[config.mk]
export PLATFORM = sky130hd
export DESIGN_NAME = dual_ultrasonic_echo_timer
export DESIGN_NICKNAME = d
export VERILOG_FILES = /design/src/rtl/core/duet_pkg.sv /design/src/rtl/core/dual_ultrasonic_echo_timer.sv
export SDC_FILE = /design/constraint.sdc
export NUM_CORES = 1
export LEC_CHECK = 0
export BUFFER_PORTS_ARGS = -buffer_cell sky130_fd_sc_hd__buf_2
export CAP_MARGIN = 20
export CELL_PAD_IN_SITES_DETAIL_PLACEMENT = 0
export CELL_PAD_IN_SITES_GLOBAL_PLACEMENT = 1
export CORE_MARGIN = 3
export CORE_UTILIZATION = 46
export CTS_CLUSTER_DIAMETER = 80
export DETAILED_ROUTE_END_ITERATION = 6
export PLACE_DENSITY_LB_ADDON = 0.1
export SYNTH_ARGS = -nofsm -noshare
export SYNTH_HDL_FRONTEND = slang
export SYNTH_SLANG_ARGS = --single-unit
[constraint.sdc]
create_clock -name clk -period 4.75 [get_ports clk]
set_input_delay 0.95 -clock clk [delete_from_list [all_inputs] [get_ports clk]]
set_output_delay 0.95 -clock clk [all_outputs]
set_load 0.005 [all_outputs]
[src/rtl/core/duet_pkg.sv]
package duet_pkg;

  // Item kinds carried by the func field.
  typedef enum logic {
    FUNC_TICK = 1'b0,
    FUNC_CMD  = 1'b1
  } func_t;

  // Configuration register indexes.
  typedef enum logic [1:0] {
    REG_MAX_COUNT   = 2'd0,
    REG_PULSE_TICKS = 2'd1,
    REG_HOLD_MISSES = 2'd2,
    REG_UNUSED      = 2'd3
  } cfg_reg_t;

  // Command bytes.
  localparam logic [7:0] CMD_READ_BOTH      = 8'h01;
  localparam logic [7:0] CMD_READ_FIRST     = 8'h02;
  localparam logic [7:0] CMD_READ_SECOND    = 8'h03;
  localparam logic [7:0] CMD_NOTIFY_ENABLE  = 8'h11;
  localparam logic [7:0] CMD_NOTIFY_DISABLE = 8'h12;
  localparam logic [7:0] CMD_TEST           = 8'h55;

  // Test reply bytes, ASCII 'k' and 'o'.
  localparam logic [7:0] TEST_BYTE_ONE = 8'h6B;
  localparam logic [7:0] TEST_BYTE_TWO = 8'h6F;

  // Register values after reset.
  localparam logic [7:0] MAX_COUNT_RESET   = 8'd150;
  localparam logic [7:0] PULSE_TICKS_RESET = 8'd15;
  localparam logic [7:0] HOLD_MISSES_RESET = 8'h40;

  localparam logic [7:0] MISS_CEILING = 8'hFF;

endpackage

[src/rtl/core/dual_ultrasonic_echo_timer.sv]
// Dual ultrasonic echo timer. Every input beat is either a time tick
// (func = 0) or a received command byte (func = 1), and every accepted beat
// yields exactly one result beat in the next cycle, so the block sustains one
// beat per clock; the only thing that can hold it back is a stalled result
// register, since the input is stalled only while a finished result is
// waiting and the downstream side stalls it. The two channels are measured
// in turn: a tick that finds no measurement under way raises the active
// channel's trigger and clears the tick count, and each tick with the echo
// high and the count below max_count adds one; the trigger falls once the
// count passes pulse_ticks. A low echo or the limit ends the measurement,
// latching the length or counting a miss (more than hold_misses misses in a
// row clear the latched length), and the other channel becomes active.
// Command beats return latched lengths or the test bytes 'k','o', or switch
// notify on or off; they never advance a measurement. The configuration
// registers are written through wr_en, wr_index and wr_data and should only
// be changed while no beat is in flight; indexes outside the list are ignored.
module dual_ultrasonic_echo_timer (
  input  logic       clk,
  input  logic       rst,

  // Configuration write port.
  input  logic       wr_en,
  input  logic [1:0] wr_index,
  input  logic [7:0] wr_data,

  // Input channel.
  input  logic       in_valid,
  output logic       in_stall,
  input  logic       func,
  input  logic       echo_first,
  input  logic       echo_second,
  input  logic [7:0] command_byte,

  // Result channel.
  output logic       out_valid,
  input  logic       out_stall,
  output logic       trig_first,
  output logic       trig_second,
  output logic [7:0] length_first,
  output logic [7:0] length_second,
  output logic       notify,
  output logic [1:0] reply_count,
  output logic [7:0] reply_one,
  output logic [7:0] reply_two
);

  // Configuration registers.
  logic [7:0] max_count;
  logic [7:0] pulse_ticks;
  logic [7:0] hold_misses;

  // Measurement state.
  logic       active_channel, active_channel_next;
  logic       measuring, measuring_next;
  logic [7:0] tick_count, tick_count_next;
  logic       trigger_on, trigger_on_next;
  logic [7:0] miss_count [2];
  logic [7:0] miss_count_next [2];
  logic [7:0] latched_length [2];
  logic [7:0] latched_length_next [2];
  logic       notify_enabled, notify_enabled_next;

  // Reply of the current beat.
  logic [1:0] reply_count_next;
  logic [7:0] reply_one_next;
  logic [7:0] reply_two_next;

  logic       accept;

  // Working values of one tick.
  logic       echo;
  logic [7:0] count_start;
  logic       trigger_start;
  logic [7:0] count_inc;
  logic [7:0] miss_inc;

  // The result register is the only buffer: take a beat whenever it is
  // empty or is being emptied in this cycle.
  assign in_stall = out_valid && out_stall;
  assign accept   = in_valid && !in_stall;

  always_ff @(posedge clk) begin
    if (rst) begin
      max_count   <= duet_pkg::MAX_COUNT_RESET;
      pulse_ticks <= duet_pkg::PULSE_TICKS_RESET;
      hold_misses <= duet_pkg::HOLD_MISSES_RESET;
    end else if (wr_en) begin
      unique case (duet_pkg::cfg_reg_t'(wr_index))
        duet_pkg::REG_MAX_COUNT:   max_count   <= wr_data;
        duet_pkg::REG_PULSE_TICKS: pulse_ticks <= wr_data;
        duet_pkg::REG_HOLD_MISSES: hold_misses <= wr_data;
        default: ;
      endcase
    end
  end

  // A tick that finds no measurement under way starts one and evaluates the
  // echo within the same tick.
  assign echo          = active_channel ? echo_second : echo_first;
  assign count_start   = measuring ? tick_count : 8'd0;
  assign trigger_start = measuring ? trigger_on : 1'b1;
  assign count_inc     = count_start + 8'd1;
  assign miss_inc      = (miss_count[active_channel] == duet_pkg::MISS_CEILING) ?
                         miss_count[active_channel] :
                         miss_count[active_channel] + 8'd1;

  always_comb begin
    active_channel_next    = active_channel;
    measuring_next         = measuring;
    tick_count_next        = tick_count;
    trigger_on_next        = trigger_on;
    miss_count_next[0]     = miss_count[0];
    miss_count_next[1]     = miss_count[1];
    latched_length_next[0] = latched_length[0];
    latched_length_next[1] = latched_length[1];
    notify_enabled_next    = notify_enabled;
    reply_count_next       = 2'd0;
    reply_one_next         = 8'd0;
    reply_two_next         = 8'd0;

    if (func == duet_pkg::FUNC_TICK) begin
      if (echo && (count_start < max_count)) begin
        measuring_next  = 1'b1;
        tick_count_next = count_inc;
        trigger_on_next = trigger_start && !(count_inc > pulse_ticks);
      end else begin
        // End of measurement: latch a length or count a miss.
        if (count_start < max_count) begin
          miss_count_next[active_channel]     = 8'd0;
          latched_length_next[active_channel] = count_start;
        end else if (miss_inc > hold_misses) begin
          miss_count_next[active_channel]     = 8'd0;
          latched_length_next[active_channel] = 8'd0;
        end else begin
          miss_count_next[active_channel] = miss_inc;
        end
        measuring_next      = 1'b0;
        tick_count_next     = count_start;
        trigger_on_next     = 1'b0;
        active_channel_next = !active_channel;
      end
    end else begin
      unique case (command_byte)
        duet_pkg::CMD_READ_BOTH: begin
          reply_count_next = 2'd2;
          reply_one_next   = latched_length[0];
          reply_two_next   = latched_length[1];
        end
        duet_pkg::CMD_READ_FIRST: begin
          reply_count_next = 2'd1;
          reply_one_next   = latched_length[0];
        end
        duet_pkg::CMD_READ_SECOND: begin
          reply_count_next = 2'd1;
          reply_one_next   = latched_length[1];
        end
        duet_pkg::CMD_TEST: begin
          reply_count_next = 2'd2;
          reply_one_next   = duet_pkg::TEST_BYTE_ONE;
          reply_two_next   = duet_pkg::TEST_BYTE_TWO;
        end
        duet_pkg::CMD_NOTIFY_ENABLE:  notify_enabled_next = 1'b1;
        duet_pkg::CMD_NOTIFY_DISABLE: notify_enabled_next = 1'b0;
        default: ;
      endcase
    end
  end

  // State advances only on an accepted beat.
  always_ff @(posedge clk) begin
    if (rst) begin
      active_channel    <= 1'b0;
      measuring         <= 1'b0;
      tick_count        <= 8'd0;
      trigger_on        <= 1'b0;
      miss_count[0]     <= 8'd0;
      miss_count[1]     <= 8'd0;
      latched_length[0] <= 8'd0;
      latched_length[1] <= 8'd0;
      notify_enabled    <= 1'b0;
    end else if (accept) begin
      active_channel    <= active_channel_next;
      measuring         <= measuring_next;
      tick_count        <= tick_count_next;
      trigger_on        <= trigger_on_next;
      miss_count[0]     <= miss_count_next[0];
      miss_count[1]     <= miss_count_next[1];
      latched_length[0] <= latched_length_next[0];
      latched_length[1] <= latched_length_next[1];
      notify_enabled    <= notify_enabled_next;
    end
  end

  // Result register: holds the values after the update of the beat.
  always_ff @(posedge clk) begin
    if (rst) begin
      out_valid <= 1'b0;
    end else if (accept) begin
      out_valid <= 1'b1;
    end else if (!out_stall) begin
      out_valid <= 1'b0;
    end
  end

  always_ff @(posedge clk) begin
    if (accept) begin
      trig_first    <= trigger_on_next && !active_channel_next;
      trig_second   <= trigger_on_next && active_channel_next;
      length_first  <= latched_length_next[0];
      length_second <= latched_length_next[1];
      notify        <= notify_enabled_next &&
                       ((latched_length_next[0] != 8'd0) ||
                        (latched_length_next[1] != 8'd0));
      reply_count   <= reply_count_next;
      reply_one     <= reply_one_next;
      reply_two     <= reply_two_next;
    end
  end

  // Only one channel is ever triggered.
  assert property (@(posedge clk) disable iff (rst)
    out_valid |-> !(trig_first && trig_second))
    else $error("both triggers high");

  // The trigger is only on during a measurement.
  assert property (@(posedge clk) disable iff (rst)
    !measuring |-> !trigger_on)
    else $error("trigger on with no measurement under way");

  // Notify needs a nonzero latched length.
  assert property (@(posedge clk) disable iff (rst)
    (out_valid && notify) |-> ((length_first != 8'd0) || (length_second != 8'd0)))
    else $error("notify with both lengths zero");

  // A tick beat produces a result with no reply bytes.
  assert property (@(posedge clk) disable iff (rst)
    (accept && (func == duet_pkg::FUNC_TICK)) |=> (out_valid && (reply_count == 2'd0)))
    else $error("tick beat produced a reply");

endmodule

# Word-level counts from Yosys, hierarchy flattened
# Memories as Yosys holds them, arrays and structs flattened. A register that Yosys moved wholly into a read port is not among the register bits.
# Index checks and enable logic that the tools add are counted.
[totals] reg_bits=74 mem_bits_rw=32 input_bits=26 elab_cells=108 mem_count=2
[memory_table] memory="latched_length" depth=2 width=8 rd=2 rd_ports_with_merged_regs=0 write_ports=2 line="dual_ultrasonic_echo_timer.sv:59" rtl="logic [7:0] latched_length [2];"
[memory_table] memory="miss_count" depth=2 width=8 rd=3 rd_ports_with_merged_regs=1 write_ports=2 line="dual_ultrasonic_echo_timer.sv:57" rtl="logic [7:0] miss_count [2];"
[op_classes] addsub=2 order_cmp=5 eq_ne=10 n_mux=40 n_bitwise=9 reduce_logical=23
[ops] op="two-way mux 16 bit" n=8
[ops] op="two-way mux 8 bit" n=8
[ops] op="AND 16 bit" n=2
[ops] op="bitwise mux 16 bit" n=2
[ops] op="one-hot mux 8 bit (3 select lines)" n=1
[ops] op="two-way mux 1 bit" n=17
[ops] op="adder 8 x 1 -> 8 bit (second input constant)" n=2
[ops] op="equality test 8 x 2 -> 1 bit (second input constant)" n=2
[ops] op="equality test 8 x 5 -> 1 bit (second input constant)" n=2
[ops] op="greater-than comparator 8 bit" n=2
[ops] op="NOT 16 bit" n=1
[ops] op="one-hot mux 8 bit (2 select lines)" n=1
[ops] op="nonzero test 8 bit" n=2
[ops] op="demux 8 bit (select 1 bit)" n=1
[ops] op="equality test 8 x 1 -> 1 bit (second input constant)" n=1
[ops] op="equality test 8 x 7 -> 1 bit (second input constant)" n=1
[ops] op="equality test 8 bit (second input constant)" n=1
[ops] op="logical AND 1 bit" n=8
[ops] op="< comparator 8 bit" n=1
[ops] op="AND reduction 2 bit" n=4
[ops] op="OR reduction 2 bit" n=3
[ops] op="zero test 1 bit" n=4
[ops] op="bitwise OR 1 bit" n=4
[ops] op="one-hot mux 2 bit (2 select lines)" n=1
[ops] op="other kinds (10)" n=10

# Depth between registers and ports, before layout
[depth] ltp_word=14 mapped_depth=18

# Least setup slack after synthesis
# Ideal clock, no wire load.
[synth_timing] kind="register to register" from="reg with a tool-made name" to="reg notify (data pin)" setup_ns=0.267 arrival_ns=3.877 path_slack_ns=0.605 stages_incl_launch_ff=19 period_less_slack_ns=4.145 cell_sequence="dfxtp_1 buf_2 mux2_2 ha_1 inv_1 a221oi_1 a21oi_1 and2_1 xnor2_1 mux2i_1 ha_1 nand4_1 nor2_1 o22ai_1 o31a_1 o21bai_1 or4_1 nor4_2 a31oi_1"
[synth_lines] element="end signal, assigned" line="dual_ultrasonic_echo_timer.sv:211" rtl="notify <= notify_enabled_next &&"
[synth_lines] element="end, declared" line="dual_ultrasonic_echo_timer.sv:41" rtl="output logic notify,"

==> impl_metrics.ini <==
[global_routing]
grt_pass1_wl_microns = 20500
grt_overflow_total = 0
antenna_found_initial = 0
first_global_vias = 3997
grt_max_degree = 41
grt_usage = 0.198

[sta]
hold_ws_ps = 475
fin_crit_sh = 0.876
fin_setup_tns_ps = 0
slew_headroom = 0.402
setup_viol = 0
clock_skew_ps = 12.1
maxSlewViolCount = 0
max_freq_mhz = 240
worst_slew_pin_slew_ps = 893
rsz0062_at_grt = false
finalHoldViolCount = 0
fin_crit_ps = 4160

[synth]
synth_flop_cell = edfxtp_1
avgSynthCellArea_sq_um = 10.1
ys_async_sr_fraction = 0
synth.net_count = 605
synth_edf_count = 69
yosysSeqAreaShare = 0.504
syn_area_sq_um = 5620
yosys_warnings = 0
netlist_instances = 554
ys_types = 56
synth.ff_latch_count = 107

[route]
drc = 0
wire_per_inst_microns = 16.9
drt_iter0_markers = 225
drt_first_pass_iters = 5
antenna_left = 0
drt-total-wl_microns = 12800
vias = 4219
drt-vias-per-instance = 5.57

[floorplan]
pin_count = 65
coreArea_sq_um = 11700
rows = 39
die_h_microns = 117
die_x_microns = 117
initial_core_util = 0.482
dieArea_sq_um = 13600

[worst_setup_path]
worstPathMaxFanout = 7
worstSetupStartpointType = register
worstSetupPathType = reg2reg
end_kind = register
critPathRequiredTime_ps = 4850
arrival_ps = 4260

[placed_design]
gp_congestion = 0.850
io_buffers = 64
dpl.hpwl_microns = 9540

[clock_tree]
cts_setup_buffers = 0
postCtsResizedCells = 0
cts.clk_slew.worst_paths_ps = 70
cts_tree = built
clock_sinks = 107
clk_latency_ps = 360
cts-root-buf = clkbuf_16
numCtsBuffers = 9
hold_buffers = 0
clockBufferDepth = 2
h-tree-depth = 3

[power]
p_leak_nw = 2.63
vdd_drop_max_mv = 0.185
pwr_density_cell_nw_per_um2 = 318
total_power_mw = 2.01

[layout]
fill_cells = 1086
fin_nets = 661
diodes = 0
syn2layout_area_growth_pct = 12.9
final_cell_mix = 70 x nor2_1, 69 x edfxtp_1, 64 x buf_2
final_layout_size_suffix_gt1_frac = 0.164
layout_commonest_cell = nor2_1

[run]
maxCapViolations = 0

[run_status]
status = complete, no violations

[hold_path]
hold_class = reg2reg
==> area by class of cell <==
| cell class | instances | area (sq um) | share of cell area |
|---|---|---|---|
| flip-flops and latches | 107 | 2830 | 0.447 |
| multi-input cells | 387 | 2560 | 0.403 |
| repair buffers | 70 | 365 | 0.0576 |
| clock buffers | 10 | 229 | 0.0361 |
| well taps | 143 | 179 | 0.0282 |
| inverters | 35 | 131 | 0.0207 |
| clock inverters | 6 | 47.5 | 0.00750 |
==> per-stage QoR <==
step | cells | utilization | cell area, sq um | worst slack, ps
after global routing | 758 | 0.544 | 6340 | 151
after global placement | 742 | 0.520 | 6070 | 599
after CTS | 758 | 0.544 | 6340 | 555
after detailed placement | 742 | 0.520 | 6070 | 547
after floorplan | 554 | - | 5620 | 605
final | 758 | 0.544 | 6340 | 589
==> metal layers <==
layer / global-route usage / share of wire
met1: 0.258 / 0.47
met2: 0.333 / 0.47
met3: 0.0435 / 0.048
met4: 0.0588 / 0.013
met5: 0 / 0
==> synthesized netlist by cell type (all sizes together) (5+ instances only) <==
| master | number | area, sq um |
|---|---|---|
| edfxtp | 69 | 2070 |
| buf | 6 | 28.8 |
| o21a | 7 | 52.6 |
| a221oi | 6 | 52.6 |
| a22oi | 13 | 97.6 |
| and3 | 5 | 31.3 |
| dfxtp | 38 | 761 |
| and2 | 9 | 58.8 |
| nand4 | 6 | 37.5 |
| nand2b | 20 | 125 |
| a22o | 6 | 52.6 |
| nand3 | 15 | 75.1 |
| a21o | 6 | 45.0 |
| a211o | 6 | 52.6 |
| o21ai | 14 | 77.6 |
| inv | 35 | 131 |
| mux2i | 16 | 160 |
| nor2 | 70 | 263 |
| clkbuf | 19 | 71.3 |
| nand2 | 37 | 139 |
| nor2b | 22 | 138 |
| nor4 | 5 | 43.8 |
| nand3b | 11 | 82.6 |
| ha | 25 | 313 |
| a21oi | 32 | 175 |
| mux2 | 6 | 67.6 |
| xnor2 | 8 | 70.1 |
| o21bai | 6 | 45.0 |
==> cell families (layout without fill, tap and decap cells) <==
kind of cell / count (synthesis) / after routing / share of synthesized area
compound gates: 118 / 118 / 0.147
xor+xnor: 10 / 10 / 0.0156
fa+ha+maj: 25 / 25 / 0.0557
buf+inv: 60 / 121 / 0.0412
flops: 107 / 107 / 0.504
mux: 23 / 23 / 0.0445
simple gates: 211 / 211 / 0.192
==> critical path, cell delays in order (launching register included) <==
cell	delay (ps)
dfxtp_1	330
mux2_2	260
ha_1	180
inv_1	40
a221oi_1	280
a21oi_1	160
and2_1	190
xnor2_1	120
mux2i_1	260
ha_1	290
nand4_1	100
nor2_1	50
o22ai_1	290
o31a_1	380
o21bai_1	160
or4_1	560
nor4_2	160
a31oi_1	100
==> flip-flops by register name, indices dropped and copies added (netlist names), named ones only <==
name,count
latched_length,16
miss_count,16
hold_misses,8
length_first,8
length_second,8
max_count,8
pulse_ticks,8
reply_one,8
reply_two,8
tick_count,8
reply_count,2
active_channel,1
measuring,1
notify,1
notify_enabled,1
out_valid,1
trig_first,1
trig_second,1
trigger_on,1
==> power breakdown <==
part / total, mW / internal, mW / switching (mW)
logic: 0.229 / 0.0936 / 0.136
clock network: 0.712 / 0.362 / 0.350
registers: 1.07 / 1.04 / 0.0299
total: 2.01 / 1.50 / 0.516
==> worst paths after layout <==
path	end	slack (ps)	cells past startpoint	startpoint
min reg2reg	pulse_ticks[0]$_SDFFE_PP1P_	470	1	pulse_ticks[0]$_SDFFE_PP1P_
max	notify$_DFFE_PP_	590	17	register
min	pulse_ticks[0]$_SDFFE_PP1P_	470	1	pulse_ticks[0]$_SDFFE_PP1P_
max reg2reg	notify$_DFFE_PP_	590	17	register
(Power assumes the default switching activity.)
